[config.mk]
export PLATFORM = sky130hd
export DESIGN_NAME = circle_polygon_tessellator_top
export DESIGN_NICKNAME = d
export VERILOG_FILES = /design/src/hdl/cpt_pkg.sv /design/src/hdl/circle_polygon_tessellator_top.sv /design/src/hdl/cpt_datapath.sv /design/src/hdl/cpt_ctrl.sv
export VERILOG_INCLUDE_DIRS = /design/src /design/src/hdl
export SDC_FILE = /design/constraint.sdc
export NUM_CORES = 2
export LEC_CHECK = 0
export BUFFER_PORTS_ARGS = -buffer_cell sky130_fd_sc_hd__buf_2
export CORE_ASPECT_RATIO = 0.75
export CORE_MARGIN = 5
export CORE_UTILIZATION = 30
export CTS_CLUSTER_SIZE = 12
export DETAILED_ROUTE_END_ITERATION = 8
export GPL_TIMING_DRIVEN = 0
export PLACE_DENSITY = 0.54
export SYNTH_ARGS = -nofsm -noshare
export SYNTH_HDL_FRONTEND = slang
export SYNTH_SLANG_ARGS = --single-unit
export TNS_END_PERCENT = 50
[constraint.sdc]
create_clock -name clk -period 23.4 [get_ports clk]
set_clock_uncertainty 0.05 [all_clocks]
set_input_delay 0 -clock clk [delete_from_list [all_inputs] [get_ports clk]]
set_output_delay 0 -clock clk [all_outputs]
set_load 0.005 [all_outputs]
[src/hdl/assert_macros.svh]
// ---------------------------------------------------------------------------
// assert_macros.svh
// Assertion helpers for the circle tessellator; empty under synthesis.
// ---------------------------------------------------------------------------
`ifndef ASSERT_MACROS_SVH
`define ASSERT_MACROS_SVH

`ifndef SYNTHESIS
// check a property while out of reset
`define CPT_ASSERT(lbl, clk, rst_n, prop) \
  lbl: assert property (@(posedge clk) disable iff (!rst_n) prop) \
  else $error("assertion failed");
// check a property on every edge, reset included
`define CPT_ASSERT_NR(lbl, clk, prop) \
  lbl: assert property (@(posedge clk) prop) \
  else $error("assertion failed");
`else
`define CPT_ASSERT(lbl, clk, rst_n, prop)
`define CPT_ASSERT_NR(lbl, clk, prop)
`endif

`endif

[src/hdl/cpt_pkg.sv]
// ---------------------------------------------------------------------------
// cpt_pkg
// Shared types, commands and constants of the circle tessellator.
// ---------------------------------------------------------------------------
package cpt_pkg;

  localparam logic [31:0] PI_Q30    = 32'hC90F_DAA2;
  localparam logic [30:0] ONE_Q30   = 31'h4000_0000;
  localparam logic [21:0] TOL_RESET = 22'd2496;

  // datapath operations, one per cycle
  typedef enum logic [4:0] {
    OP_NONE,
    OP_LOAD,
    OP_DIV_INIT,
    OP_DIV_STEP,
    OP_FOLD,
    OP_MUL_F,
    OP_MUL_A,
    OP_SET_A2,
    OP_ST_MUL,
    OP_ST_RECIP,
    OP_ST_QUOT,
    OP_ST_UPD,
    OP_SIN_MUL,
    OP_SIN_SAVE,
    OP_COMBINE,
    OP_TEST_MUL,
    OP_VX_MUL,
    OP_VX_SAVE,
    OP_EMIT
  } dp_op_t;

  typedef struct packed {
    dp_op_t     op;
    logic [3:0] kidx;
    logic [6:0] sides;
    logic [6:0] num;
    logic [5:0] vnum;
    logic       half_phase;
    logic       last;
  } cpt_cmd_t;

  typedef struct packed {
    logic r_le_tol;
    logic test_pass;
  } cpt_sts_t;

  // divisor of each series stage: sine chain first, then cosine chain
  function automatic logic [6:0] stage_div(input logic [3:0] k);
    logic [6:0] d;
    case (k)
      4'd0:    d = 7'd72;
      4'd1:    d = 7'd42;
      4'd2:    d = 7'd20;
      4'd3:    d = 7'd6;
      4'd4:    d = 7'd90;
      4'd5:    d = 7'd56;
      4'd6:    d = 7'd30;
      4'd7:    d = 7'd12;
      default: d = 7'd2;
    endcase
    return d;
  endfunction

  // floor(2^31 / divisor) for each stage
  function automatic logic [30:0] stage_recip(input logic [3:0] k);
    logic [30:0] r;
    case (k)
      4'd0:    r = 31'd29826161;
      4'd1:    r = 31'd51130563;
      4'd2:    r = 31'd107374182;
      4'd3:    r = 31'd357913941;
      4'd4:    r = 31'd23860929;
      4'd5:    r = 31'd38347922;
      4'd6:    r = 31'd71582788;
      4'd7:    r = 31'd178956970;
      default: r = 31'd1073741824;
    endcase
    return r;
  endfunction

endpackage

[src/hdl/circle_polygon_tessellator_top.sv]
// Takes one circle (radius, centre) at a time and emits the vertices of the
// regular polygon with the fewest sides, 3 up to MAX_SIDES, whose chord
// sagitta stays within sag_tolerance (MAX_SIDES if none does), last vertex
// flagged. Every angle is found by a 32-step bit-serial divider and a series
// sine/cosine evaluated on one shared 32x32 multiplier. A vertex is held back
// while the previous one still waits in the output register.
// ---------------------------------------------------------------------------
// circle_polygon_tessellator_top
// Top level: controller, datapath and configuration port.
// ---------------------------------------------------------------------------
module circle_polygon_tessellator_top #(
  parameter int unsigned MAX_SIDES = 64
) (
  input  logic               clk,
  input  logic               rst_n,
  input  logic               cfg_valid,
  output logic               cfg_ready,
  input  logic [21:0]        cfg_sag_tolerance,
  input  logic               in_valid,
  output logic               in_ready,
  input  logic [23:0]        in_radius,
  input  logic signed [23:0] in_center_x,
  input  logic signed [23:0] in_center_y,
  output logic               out_valid,
  input  logic               out_ready,
  output logic signed [25:0] out_vertex_x,
  output logic signed [25:0] out_vertex_y,
  output logic [5:0]         out_vertex_number,
  output logic [6:0]         out_side_count,
  output logic               out_last_vertex
);
  import cpt_pkg::*;

  cpt_cmd_t cmd;
  cpt_sts_t sts;

  // take configuration writes at any time
  assign cfg_ready = 1'b1;

  cpt_ctrl #(
    .MAX_SIDES(MAX_SIDES)
  ) u_ctrl (
    .clk      (clk),
    .rst_n    (rst_n),
    .in_valid (in_valid),
    .in_ready (in_ready),
    .out_valid(out_valid),
    .out_ready(out_ready),
    .sts      (sts),
    .cmd      (cmd)
  );

  cpt_datapath u_dp (
    .clk              (clk),
    .rst_n            (rst_n),
    .cfg_we           (cfg_valid),
    .cfg_sag_tolerance(cfg_sag_tolerance),
    .in_radius        (in_radius),
    .in_center_x      (in_center_x),
    .in_center_y      (in_center_y),
    .cmd              (cmd),
    .sts              (sts),
    .out_vertex_x     (out_vertex_x),
    .out_vertex_y     (out_vertex_y),
    .out_vertex_number(out_vertex_number),
    .out_side_count   (out_side_count),
    .out_last_vertex  (out_last_vertex)
  );

endmodule

[src/hdl/cpt_datapath.sv]
// ---------------------------------------------------------------------------
// cpt_datapath
// Divider, shared multiplier, sine/cosine series and vertex output registers.
// ---------------------------------------------------------------------------
module cpt_datapath (
  input  logic                clk,
  input  logic                rst_n,
  input  logic                cfg_we,
  input  logic [21:0]         cfg_sag_tolerance,
  input  logic [23:0]         in_radius,
  input  logic signed [23:0]  in_center_x,
  input  logic signed [23:0]  in_center_y,
  input  cpt_pkg::cpt_cmd_t   cmd,
  output cpt_pkg::cpt_sts_t   sts,
  output logic signed [25:0]  out_vertex_x,
  output logic signed [25:0]  out_vertex_y,
  output logic [5:0]          out_vertex_number,
  output logic [6:0]          out_side_count,
  output logic                out_last_vertex
);
  import cpt_pkg::*;

  logic [21:0]        tol_r;
  logic [23:0]        rad_r;
  logic signed [23:0] cx_r, cy_r;
  logic [6:0]         rem_r;
  logic [31:0]        quo_r;
  logic [1:0]         quad_r;
  logic               mirror_r;
  logic [29:0]        f_r, a_r, a2_r, x_r, q_r;
  logic [30:0]        t_r, s0_r, co_mag_r, si_mag_r;
  logic               co_neg_r, si_neg_r;
  logic signed [25:0] vx_r;
  logic [63:0]        prod_r;
  logic signed [25:0] vtx_x_r, vtx_y_r;
  logic [5:0]         vnum_r;
  logic [6:0]         sides_r;
  logic               last_r;

  logic [7:0]         div_sh;
  logic               div_ge;
  logic [31:0]        phase;
  logic               fold_mir;
  logic [29:0]        fold_f;
  logic [31:0]        mul_a, mul_b;
  logic               mul_en;
  logic [6:0]         k7;
  logic [36:0]        qk, qdiff;
  logic               qcorr;
  logic [29:0]        qc;
  logic [30:0]        cq, sq;
  logic [55:0]        rnd;
  logic [25:0]        rmag;
  logic signed [25:0] rsgn, vx_nxt, vy_nxt;
  logic               rneg;
  logic [55:0]        test_rhs;

  // one step of restoring division
  assign div_sh = {rem_r, 1'b0};
  assign div_ge = div_sh >= {1'b0, cmd.sides};

  // fold the phase into the first octant
  assign phase    = cmd.half_phase ? {1'b0, quo_r[31:1]} : quo_r;
  assign fold_mir = phase[29:0] > 30'h2000_0000;
  assign fold_f   = fold_mir ? 30'(31'h4000_0000 - {1'b0, phase[29:0]}) : phase[29:0];

  // select multiplier operands
  always_comb begin
    mul_a  = '0;
    mul_b  = '0;
    mul_en = 1'b1;
    case (cmd.op)
      OP_MUL_F: begin
        mul_a = {2'b0, f_r};
        mul_b = PI_Q30;
      end
      OP_MUL_A: begin
        mul_a = {2'b0, prod_r[60:31]};
        mul_b = {2'b0, prod_r[60:31]};
      end
      OP_ST_MUL: begin
        mul_a = {2'b0, a2_r};
        mul_b = {1'b0, t_r};
      end
      OP_ST_RECIP: begin
        mul_a = {2'b0, prod_r[59:30]};
        mul_b = {1'b0, stage_recip(cmd.kidx)};
      end
      OP_SIN_MUL: begin
        mul_a = {2'b0, a_r};
        mul_b = {1'b0, t_r};
      end
      OP_TEST_MUL, OP_VX_MUL: begin
        mul_a = {8'b0, rad_r};
        mul_b = {1'b0, co_mag_r};
      end
      OP_VX_SAVE: begin
        mul_a = {8'b0, rad_r};
        mul_b = {1'b0, si_mag_r};
      end
      default: mul_en = 1'b0;
    endcase
  end

  // correct the reciprocal quotient by at most one
  assign k7    = stage_div(cmd.kidx);
  assign qk    = 37'({7'b0, q_r} * {30'b0, k7});
  assign qdiff = {7'b0, x_r} - qk;
  assign qcorr = qdiff >= {30'b0, k7};
  assign qc    = q_r + {29'b0, qcorr};

  // sine and cosine of the octant angle, mirrored back
  assign cq = mirror_r ? s0_r : t_r;
  assign sq = mirror_r ? t_r : s0_r;

  // round r*|c| half away from zero, apply sign
  assign rnd  = prod_r[55:0] + 56'h0000_0000_2000_0000;
  assign rmag = rnd[55:30];
  assign rneg = (cmd.op == OP_EMIT) ? si_neg_r : co_neg_r;
  assign rsgn = rneg ? -$signed(rmag) : $signed(rmag);
  assign vx_nxt = rsgn + {{2{cx_r[23]}}, cx_r};
  assign vy_nxt = rsgn + {{2{cy_r[23]}}, cy_r};

  // status towards the controller
  assign test_rhs      = {2'b0, 24'(rad_r - {2'b0, tol_r}), 30'b0};
  assign sts.r_le_tol  = rad_r <= {2'b0, tol_r};
  assign sts.test_pass = !(co_neg_r && (co_mag_r != '0)) && (prod_r[55:0] >= test_rhs);

  // hold the tolerance register
  always_ff @(posedge clk) begin
    if (!rst_n) begin
      tol_r <= TOL_RESET;
    end else if (cfg_we) begin
      tol_r <= cfg_sag_tolerance;
    end
  end

  // datapath registers
  always_ff @(posedge clk) begin
    if (mul_en) begin
      prod_r <= mul_a * mul_b;
    end
    case (cmd.op)
      OP_LOAD: begin
        rad_r <= in_radius;
        cx_r  <= in_center_x;
        cy_r  <= in_center_y;
      end
      OP_DIV_INIT: begin
        rem_r <= cmd.num;
        quo_r <= '0;
      end
      OP_DIV_STEP: begin
        rem_r <= div_ge ? 7'(div_sh - {1'b0, cmd.sides}) : div_sh[6:0];
        quo_r <= {quo_r[30:0], div_ge};
      end
      OP_FOLD: begin
        quad_r   <= phase[31:30];
        mirror_r <= fold_mir;
        f_r      <= fold_f;
      end
      OP_MUL_A: a_r <= prod_r[60:31];
      OP_SET_A2: begin
        a2_r <= prod_r[59:30];
        t_r  <= ONE_Q30;
      end
      OP_ST_RECIP: x_r <= prod_r[59:30];
      OP_ST_QUOT:  q_r <= prod_r[60:31];
      OP_ST_UPD:   t_r <= ONE_Q30 - {1'b0, qc};
      OP_SIN_SAVE: begin
        s0_r <= prod_r[60:30];
        t_r  <= ONE_Q30;
      end
      OP_COMBINE: begin
        case (quad_r)
          2'd0: begin
            co_mag_r <= cq; co_neg_r <= 1'b0;
            si_mag_r <= sq; si_neg_r <= 1'b0;
          end
          2'd1: begin
            co_mag_r <= sq; co_neg_r <= 1'b1;
            si_mag_r <= cq; si_neg_r <= 1'b0;
          end
          2'd2: begin
            co_mag_r <= cq; co_neg_r <= 1'b1;
            si_mag_r <= sq; si_neg_r <= 1'b1;
          end
          default: begin
            co_mag_r <= sq; co_neg_r <= 1'b0;
            si_mag_r <= cq; si_neg_r <= 1'b1;
          end
        endcase
      end
      OP_VX_SAVE: vx_r <= vx_nxt;
      OP_EMIT: begin
        vtx_x_r <= vx_r;
        vtx_y_r <= vy_nxt;
        vnum_r  <= cmd.vnum;
        sides_r <= cmd.sides;
        last_r  <= cmd.last;
      end
      default: ;
    endcase
  end

  assign out_vertex_x      = vtx_x_r;
  assign out_vertex_y      = vtx_y_r;
  assign out_vertex_number = vnum_r;
  assign out_side_count    = sides_r;
  assign out_last_vertex   = last_r;

endmodule

[src/hdl/cpt_ctrl.sv]
// ---------------------------------------------------------------------------
// cpt_ctrl
// Sequencer: side search, per-vertex division and series, output handshake.
// ---------------------------------------------------------------------------
`include "assert_macros.svh"

module cpt_ctrl #(
  parameter int unsigned MAX_SIDES = 64
) (
  input  logic              clk,
  input  logic              rst_n,
  input  logic              in_valid,
  output logic              in_ready,
  output logic              out_valid,
  input  logic              out_ready,
  input  cpt_pkg::cpt_sts_t sts,
  output cpt_pkg::cpt_cmd_t cmd
);
  import cpt_pkg::*;

  typedef enum logic [4:0] {
    S_IDLE, S_CHECK, S_DIV_INIT, S_DIV, S_FOLD, S_MUL_F, S_MUL_A, S_SET_A2,
    S_ST_MUL, S_ST_RECIP, S_ST_QUOT, S_ST_UPD, S_SIN_MUL, S_SIN_SAVE,
    S_COMBINE, S_TEST_MUL, S_TEST_CMP, S_VX_MUL, S_VX_SAVE, S_EMIT
  } state_t;

  state_t     state_r, state_nxt;
  logic [6:0] n_r, n_nxt;
  logic [5:0] i_r, i_nxt;
  logic [3:0] kidx_r, kidx_nxt;
  logic [4:0] cnt_r, cnt_nxt;
  logic       test_r, test_nxt;
  logic       out_valid_r, out_valid_nxt;
  logic       emit_go, is_last;

  assign emit_go = !out_valid_r || out_ready;
  assign is_last = {1'b0, i_r} == 7'(n_r - 7'd1);

  // next state and command
  always_comb begin
    state_nxt     = state_r;
    n_nxt         = n_r;
    i_nxt         = i_r;
    kidx_nxt      = kidx_r;
    cnt_nxt       = cnt_r;
    test_nxt      = test_r;
    out_valid_nxt = out_valid_r && !out_ready;
    cmd.op         = OP_NONE;
    cmd.kidx       = kidx_r;
    cmd.sides      = n_r;
    cmd.num        = test_r ? 7'd1 : {1'b0, i_r};
    cmd.vnum       = i_r;
    cmd.half_phase = test_r;
    cmd.last       = is_last;
    case (state_r)
      S_IDLE: begin
        if (in_valid) begin
          cmd.op    = OP_LOAD;
          n_nxt     = 7'd3;
          i_nxt     = '0;
          state_nxt = S_CHECK;
        end
      end
      S_CHECK: begin
        test_nxt  = !sts.r_le_tol;
        state_nxt = S_DIV_INIT;
      end
      S_DIV_INIT: begin
        cmd.op    = OP_DIV_INIT;
        cnt_nxt   = '0;
        state_nxt = S_DIV;
      end
      S_DIV: begin
        cmd.op  = OP_DIV_STEP;
        cnt_nxt = cnt_r + 5'd1;
        if (cnt_r == '1) begin
          state_nxt = S_FOLD;
        end
      end
      S_FOLD: begin
        cmd.op    = OP_FOLD;
        state_nxt = S_MUL_F;
      end
      S_MUL_F: begin
        cmd.op    = OP_MUL_F;
        state_nxt = S_MUL_A;
      end
      S_MUL_A: begin
        cmd.op    = OP_MUL_A;
        state_nxt = S_SET_A2;
      end
      S_SET_A2: begin
        cmd.op    = OP_SET_A2;
        kidx_nxt  = '0;
        state_nxt = S_ST_MUL;
      end
      S_ST_MUL: begin
        cmd.op    = OP_ST_MUL;
        state_nxt = S_ST_RECIP;
      end
      S_ST_RECIP: begin
        cmd.op    = OP_ST_RECIP;
        state_nxt = S_ST_QUOT;
      end
      S_ST_QUOT: begin
        cmd.op    = OP_ST_QUOT;
        state_nxt = S_ST_UPD;
      end
      // advance through the sine chain, then the cosine chain
      S_ST_UPD: begin
        cmd.op   = OP_ST_UPD;
        kidx_nxt = kidx_r + 4'd1;
        if (kidx_r == 4'd3) begin
          state_nxt = S_SIN_MUL;
        end else if (kidx_r == 4'd8) begin
          state_nxt = S_COMBINE;
        end else begin
          state_nxt = S_ST_MUL;
        end
      end
      S_SIN_MUL: begin
        cmd.op    = OP_SIN_MUL;
        state_nxt = S_SIN_SAVE;
      end
      S_SIN_SAVE: begin
        cmd.op    = OP_SIN_SAVE;
        state_nxt = S_ST_MUL;
      end
      S_COMBINE: begin
        cmd.op    = OP_COMBINE;
        state_nxt = test_r ? S_TEST_MUL : S_VX_MUL;
      end
      S_TEST_MUL: begin
        cmd.op    = OP_TEST_MUL;
        state_nxt = S_TEST_CMP;
      end
      // take this side count, or try the next one
      S_TEST_CMP: begin
        state_nxt = S_DIV_INIT;
        if (sts.test_pass || (n_r == 7'(MAX_SIDES))) begin
          test_nxt = 1'b0;
        end else begin
          n_nxt = n_r + 7'd1;
        end
      end
      S_VX_MUL: begin
        cmd.op    = OP_VX_MUL;
        state_nxt = S_VX_SAVE;
      end
      S_VX_SAVE: begin
        cmd.op    = OP_VX_SAVE;
        state_nxt = S_EMIT;
      end
      // hold until the output register is free
      S_EMIT: begin
        if (emit_go) begin
          cmd.op        = OP_EMIT;
          out_valid_nxt = 1'b1;
          if (is_last) begin
            state_nxt = S_IDLE;
          end else begin
            i_nxt     = i_r + 6'd1;
            state_nxt = S_DIV_INIT;
          end
        end
      end
      default: state_nxt = S_IDLE;
    endcase
  end

  always_ff @(posedge clk) begin
    if (!rst_n) begin
      state_r     <= S_IDLE;
      n_r         <= 7'd3;
      i_r         <= '0;
      kidx_r      <= '0;
      cnt_r       <= '0;
      test_r      <= 1'b0;
      out_valid_r <= 1'b0;
    end else begin
      state_r     <= state_nxt;
      n_r         <= n_nxt;
      i_r         <= i_nxt;
      kidx_r      <= kidx_nxt;
      cnt_r       <= cnt_nxt;
      test_r      <= test_nxt;
      out_valid_r <= out_valid_nxt;
    end
  end

  assign in_ready  = state_r == S_IDLE;
  assign out_valid = out_valid_r;

  `CPT_ASSERT(a_vtx_in_range, clk, rst_n, {1'b0, i_r} < n_r)
  `CPT_ASSERT(a_sides_range, clk, rst_n, (n_r >= 7'd3) && (n_r <= 7'(MAX_SIDES)))
  `CPT_ASSERT(a_emit_src, clk, rst_n, $rose(out_valid_r) |-> $past(state_r == S_EMIT))
  `CPT_ASSERT(a_stage_idx, clk, rst_n, (state_r == S_ST_MUL) |-> (kidx_r <= 4'd8))
  `CPT_ASSERT_NR(a_rst_clears, clk, !rst_n |=> ((state_r == S_IDLE) && !out_valid_r))

endmodule

* Word level (Yosys, flattened, before mapping)
Memory sizes are Yosys's and may differ from the RTL's. A register that Yosys moved wholly into a read port is not among the register bits.
Cells that the tools add are included.
** Cells by class
- $lt $le $gt $ge :: 5
- Multipliers :: 2
- Add/sub/neg operators :: 15
- Reduce and logical (&&, ||, !) cells :: 33
- Equal/unequal tests :: 50
- Multiplexer cells :: 48
** Operators by type and width (number)
- $pmux W32 S6 :: 1
- $mux W31 :: 6
- $pmux W30 S6 :: 1
- $pmux W5 S18 :: 2
- $eq A5 B4 Y1 const B :: 16
- $pmux W32 S2 :: 1
- $pmux W31 S2 :: 1
- $mul A30 B32 Y61 :: 1
- $add A56 B30 Y56 const B :: 1
- $ge A56 B54 Y1 :: 1
- $add A26 B26 Y26 :: 2
- $eq A5 B3 Y1 const B :: 8
- $eq A5 B5 Y1 const B :: 8
- $ge A37 B7 Y1 :: 1
- $mul A30 B7 Y37 :: 1
- $sub A30 B37 Y37 :: 1
- $reduce_bool A31 Y1 :: 1
- $sub A31 B30 Y31 const A :: 1
- $add A30 B1 Y30 :: 1
- $gt A30 B30 Y1 const B :: 1
- $mux W30 :: 1
- $mux W5 :: 6
- $sub A1 B30 Y30 const A :: 1
- $mux W7 :: 4
- 42 further kinds :: 85
** Storage, ports and cells
- Memories kept :: 2
- Bits in read-only memories :: 280
- Logic and storage cells :: 189
- Input port bits :: 99
- Register bits after elaboration :: 594
** Memories
- (name not given) :: words 8, width 29, read ports 1, clocked after Yosys merged registers in 1, write ports 0, line cpt_pkg.sv:69 : case (k)
- (name not given) :: words 8, width 6, read ports 1, clocked after Yosys merged registers in 1, write ports 0, line cpt_pkg.sv:52 : case (k)

* Logic depth before layout (Yosys ltp)
- Depth after elaboration :: 8
- Depth in mapped cells :: 40
- Mapped depth without buffers :: 36

* Hierarchy
A second synthesis with hierarchy kept.
** Second synthesis, totals
- Cells, all modules :: 7185
- Area total of the unflattened synthesis :: 68892.3 um^2
** Modules (own cells, without submodules)
- cpt_datapath :: seq. area each 16746.1 um^2, times used 1, area each 66991.8 um^2, cells each 6935
- cpt_ctrl :: seq. area each 580.6 um^2, times used 1, area each 1889.3 um^2, cells each 248
- circle_polygon_tessellator_top :: seq. area each 0.0 um^2, times used 1, area each 11.3 um^2, cells each 2

* Worst setup path after synthesis
OpenSTA, ideal clock, no wires.
- Path kind :: reg-to-reg
- From :: reg u_ctrl.state_r[2]
- To :: reg u_dp.prod_r[59], data pin
- Clock period less this slack :: 10184 ps
- Stages on the path, launching flop included :: 34
- Slack :: 13216 ps
- Arrival time :: 9869 ps
- Path through :: dfxtp_1 > clkbuf_1 > nand2_1 > nor2_1 > clkbuf_1 > buf_1 > a22oi_1 > nand3_1 > clkbuf_1 > nand2_1 > fa_1 > inv_1 > fa_1 > inv_1 > fa_1 > inv_1 > fa_1 > fa_1 > fa_1 > fa_1 > inv_1 > fa_1 > inv_1 > ha_1 > a21o_1 > a21o_1 > a21oi_1 > o21ai_0 > o21a_1 > a31o_2 > a311o_1 > a311oi_1 > o21ai_0 > xor2_1
** Between the ends
- Longest elaborated chain between the ends :: 6
** RTL lines
- start: declaration :: line cpt_ctrl.sv:27 : state_t state_r, state_nxt;
- start signal: assignment :: line cpt_ctrl.sv:181 : state_r <= state_nxt;
- $eq A5 B5 Y1 (tied with other cells) :: line cpt_ctrl.sv:55 : case (state_r)
- $pmux W5 S18 (*) :: line cpt_ctrl.sv:55
- $eq A5 B4 Y1 or $eq A5 B5 Y1 (tied branches) :: line cpt_datapath.sv:72 : case (cmd.op)
- $reduce_or A3 Y1 (no line) or $reduce_or A2 Y1 (tied branches)
- $pmux W30 S6 or $pmux W32 S6 (tied branches) :: line cpt_datapath.sv:72
- $mul A30 B32 Y61 (*) :: line cpt_datapath.sv:141 : prod_r <= mul_a * mul_b;
- end signal: assignment :: line cpt_datapath.sv:141
- end: declaration :: line cpt_datapath.sv:34 : logic [63:0] prod_r;
Every way passes the cells marked *; elsewhere a longest branch is shown, timed or not.
A chain may end at the register's enable or synchronous reset.

* Worst setup path in the final report
- From :: reg u_ctrl.state_r[2]
- To :: reg u_dp.prod_r[58], data pin
The elaborated chain is that of the path after synthesis.

==> qor.txt <==
CRITICAL PATH
--------------------------------------------------------------------------------
Count of cells along the worst register-to-register path ..........           33
Cell with the largest stage delay on the worst path ...............     clkbuf_1
Kind of critical path .............................................      reg2reg
Reg-to-reg startpoint ............................................. u_ctrl.state_r[2]
Peak fanout along the critical path ...............................           10
Reg-to-Reg End .................................................... u_dp.prod_r[58]
Required @ worst endpoint .........................................     23.79 ns
Biggest cell delay along the critical path ........................      1.02 ns
Most common cell type on the critical path ........................         fa_1
Kind of end point of the critical path ............................     register
Register-to-Register Setup Slack ..................................      8.52 ns
Worst Setup Start Kind ............................................     register
Crit path arrival time ............................................     15.27 ns

GRT
--------------------------------------------------------------------------------
Wire length of the first global-routing pass ......................     406.0 mm
Global router's overall resource usage ............................       23.81%
Vias in the first global route ....................................        54990
Largest net degree at the start of global routing .................           50
Number of antenna violations at the first check in global routing .           23
Overflow after GRT ................................................            0

CLOCK NETWORK
--------------------------------------------------------------------------------
Clock insertion delay at the later pin of the skew report .........      0.72 ns
Post-cts sizing count .............................................            0
Buffer type at the clock tree root ................................    clkbuf_16
# H-tree levels ...................................................            3
# clock sinks .....................................................          612
Reg clk slew, reported paths ......................................      0.06 ns
Clock buffer count from CTS .......................................           69
Clock tree from TritonCTS .........................................         done
Maximum buffer depth of the clock tree ............................            3

TIMING
--------------------------------------------------------------------------------
Top achievable clock speed ........................................    67.20 MHz
Count of final max-slew check failures ............................           81
Unrepaired setup endpoints after global routing ...................           no
Transition at the pin with the smallest max-transition slack ......     1.760 ns
Relative slew slack ...............................................      -17.32%
Fin. Hold Viols ...................................................            0
Hold Slack ........................................................   0.01949 ns
Crit path time final ..............................................     14.88 ns
Share of the cycle needed by the critical path after routing ......       63.59%
Final number of setup-violating endpoints .........................            0
PnR worst setup slack .............................................     8.520 ns
Sum Neg Setup Slack ...............................................         0 ns

PLACEMENT
--------------------------------------------------------------------------------
Half-perimeter wire length of the detailed placement result .......     234.0 mm
Placement Setup Slack .............................................     8.758 ns
Final GP Congestion ...............................................        1.040
Port buffer count .................................................          164

ROUTING
--------------------------------------------------------------------------------
Routed wirelength normalized by instance count ....................     27.34 um
Detailed Route Iter0 Violations ...................................         6987
DR vias ...........................................................        56140
Routed Antenna Nets ...............................................            0
Number of detailed-route iterations in the first pass .............            7
Routed wire length ................................................     287.6 mm
Average via count per standard cell ...............................        5.338
DRC ...............................................................            0

WORST HOLD PATH
--------------------------------------------------------------------------------
HP Start .......................................................... cfg_sag_tolerance[7]
Tightest Hold Check Type ..........................................       in2reg
Hold path depth ...................................................            4
Min-Delay Endpoint ................................................ u_dp.tol_r[7]

LOGIC SYNTHESIS
--------------------------------------------------------------------------------
Post-Syn Area per Cell ............................................  9.720 sq um
Share of the yosys chip area belonging to registers ...............       25.94%
Number of flip-flops and latches in the synthesized netlist .......          612
Post-Syn Nets .....................................................         8552
Most used flip-flop cell after synthesis ..........................     edfxtp_1
Count of yosys warnings during synthesis ..........................            0
Number of enable-type register cells in the synthesized netlist ...          543
FFs w/ async S/R, synth ...........................................           0%
Synth unique cells ................................................           89
Number of instances in the synthesized netlist ....................         7015
Combined area of all synthesized cells ............................  68180 sq um

FLOORPLANNING
--------------------------------------------------------------------------------
Initial cell density of the core ..................................       30.17%
Die extent in y ...................................................     422.9 um
Placement row count ...............................................          151
Horizontal die dimension ..........................................     560.5 um
IO Count ..........................................................          168
Area of the placeable core ........................................ 226000 sq um
Area enclosed by the die boundary ................................. 237000 sq um

PWR
--------------------------------------------------------------------------------
Leak Pwr ..........................................................     33.02 nW
Maximum vdd ir drop ...............................................   0.05028 mV
Total power draw ..................................................     2.758 mW
Cell area power density ........................................... 35.52 nW/um^2

LAYOUT
--------------------------------------------------------------------------------
# nets final ......................................................         9006
Fillers ...........................................................        23060
Fraction of layout cells with a size suffix above 1 ...............       6.502%
Most frequent cells in the layout ................................. 1145 x inv_1, 981 x fa_1, 862 x nand2_1, 659 x nor2_1, 543 x edfxtp_1
Most common cell after layout, fill and taps aside ................        inv_1
Syn-to-layout area delta ..........................................       13.88%
Util after Layout .................................................       34.36%

FLOW RUN
--------------------------------------------------------------------------------
Max-capacitance violation count ...................................           10

OUTCOME
--------------------------------------------------------------------------------
Outcome ........................................................... finished, violations left
Violations in the final reports ................................... max-capacitance violations, max-slew violations

[layout make-up]
type	count	area, sq um	area share, %
diodes	13	32.53	0.04190
plain buffers	339	1309	1.686
clock buffers	94	1863	2.399
clock inverters	29	324.1	0.4174
inverters	1149	4315	5.558
multi-input cells	4915	45200	58.22
flip-flops and latches	612	17690	22.78
well taps	2983	3732	4.807
repair buffers	383	3181	4.096
[critical path: cells and delay by family (launching register included)]
| family | cells | cell delay [ns] |
|---|---|---|
| fa+ha+maj | 9 | 4.73 |
| buf+inv | 10 | 3.78 |
| compound gates | 6 | 3.36 |
| simple gates | 6 | 1.84 |
| flops | 1 | 0.32 |
| mux | 1 | 0.29 |
| xor+xnor | 1 | 0.16 |
[cells by family after synthesis]
kind of cell	after synthesis	synth area share, %
buffers and inverters	1488	8.236
AOI/OAI and AO/OA	865	8.526
adders and majority gates	1438	37.19
and+or+nand+nor	2209	14.61
muxes	109	1.729
DFF	612	25.94
other	1	0.005500
xor gates and xnor gates	293	3.764
[cell usage after synthesis (all sizes together) (23+ instances only)]
| master | instances | share of area [%] |
|---|---|---|
| mux2i | 39 | 0.57 |
| and2 | 125 | 1.1 |
| dfxtp | 69 | 2.0 |
| a221oi | 30 | 0.39 |
| a221o | 27 | 0.40 |
| xor2 | 80 | 1.0 |
| nand4 | 61 | 0.56 |
| inv | 1147 | 6.3 |
| mux2 | 70 | 1.2 |
| o21ai | 144 | 1.1 |
| a21oi | 246 | 1.8 |
| clkbuf | 308 | 1.7 |
| nor2 | 664 | 3.7 |
| ha | 457 | 8.4 |
| nor4 | 35 | 0.32 |
| o211ai | 27 | 0.30 |
| a31oi | 26 | 0.24 |
| a22oi | 44 | 0.48 |
| a211oi | 23 | 0.25 |
| fa | 981 | 29 |
| nand3 | 103 | 0.76 |
| a21o | 93 | 1.0 |
| nor2b | 96 | 0.88 |
| and3 | 61 | 0.56 |
| xnor2 | 213 | 2.7 |
| or3 | 24 | 0.22 |
| nand2 | 863 | 4.8 |
| edfxtp | 543 | 24 |
| nor3 | 62 | 0.47 |
| buf | 31 | 0.21 |
| and4 | 24 | 0.31 |
| nand2b | 37 | 0.34 |
[state kept, by name, indices dropped and copies added, names as in the netlist, 6 cells and up, named ones only]
register and count:
u_dp.cx_r 24, u_dp.t_r 31, u_dp.out_vertex_x 26, u_dp.vx_r 26, u_dp.cy_r 24, u_dp.a2_r 30
u_dp.a_r 30, u_dp.out_vertex_y 26, u_dp.out_vertex_number 6, u_dp.si_mag_r 31, u_dp.rem_r 7, u_dp.x_r 30
u_dp.rad_r 24, u_ctrl.i_r 6, u_dp.prod_r 61, u_dp.s0_r 31, u_dp.f_r 30, u_dp.out_side_count 7
u_dp.co_mag_r 31, u_dp.q_r 30, u_dp.quo_r 32, u_ctrl.n_r 7, u_dp.tol_r 22
[metrics by stage]
stage               cell area, sq um  cells
floorplan                      68180   7015
global placement               72740  10160
detailed placement             73760  10220
CTS                            77550  10500
global route                   77620  10510
finish                         77650  10520
[metal layers]
layer / share of wire, % / global-route usage [%]
met5: 0.13 / 1.089
met4: 4.1 / 8.025
met3: 15 / 10.11
met2: 38 / 31.21
met1: 44 / 34.50
[timing repair]
item / 4_1_cts / 5_1_grt
buffers inserted: 0 / 0
endpoints found under the hold margin: 110 / 0
hold buffers: 160 / 0
[where the power goes]
| part | internal (mW) | switching, mW |
|---|---|---|
| Clock | 0.610 | 0.504 |
| Combinational | 0.151 | 0.238 |
| Sequential | 1.23 | 0.0304 |
| Total | 1.99 | 0.772 |
[worst max path at each step]
stage,startpoint,endpoint,slack [ns],cells after the start
after floorplan,u_ctrl.state_r[2],u_dp.prod_r[59],13.22,33
after global placement,u_ctrl.state_r[0],u_dp.prod_r[59],4.48,30
final,u_ctrl.state_r[2],u_dp.prod_r[58],8.52,33
after detailed placement,u_ctrl.state_r[2],u_dp.prod_r[58],8.76,33
after CTS,u_ctrl.state_r[2],u_dp.prod_r[58],8.70,33
after global routing,u_ctrl.state_r[2],u_dp.prod_r[56],8.35,33
Power figures use the tool's default switching activity.
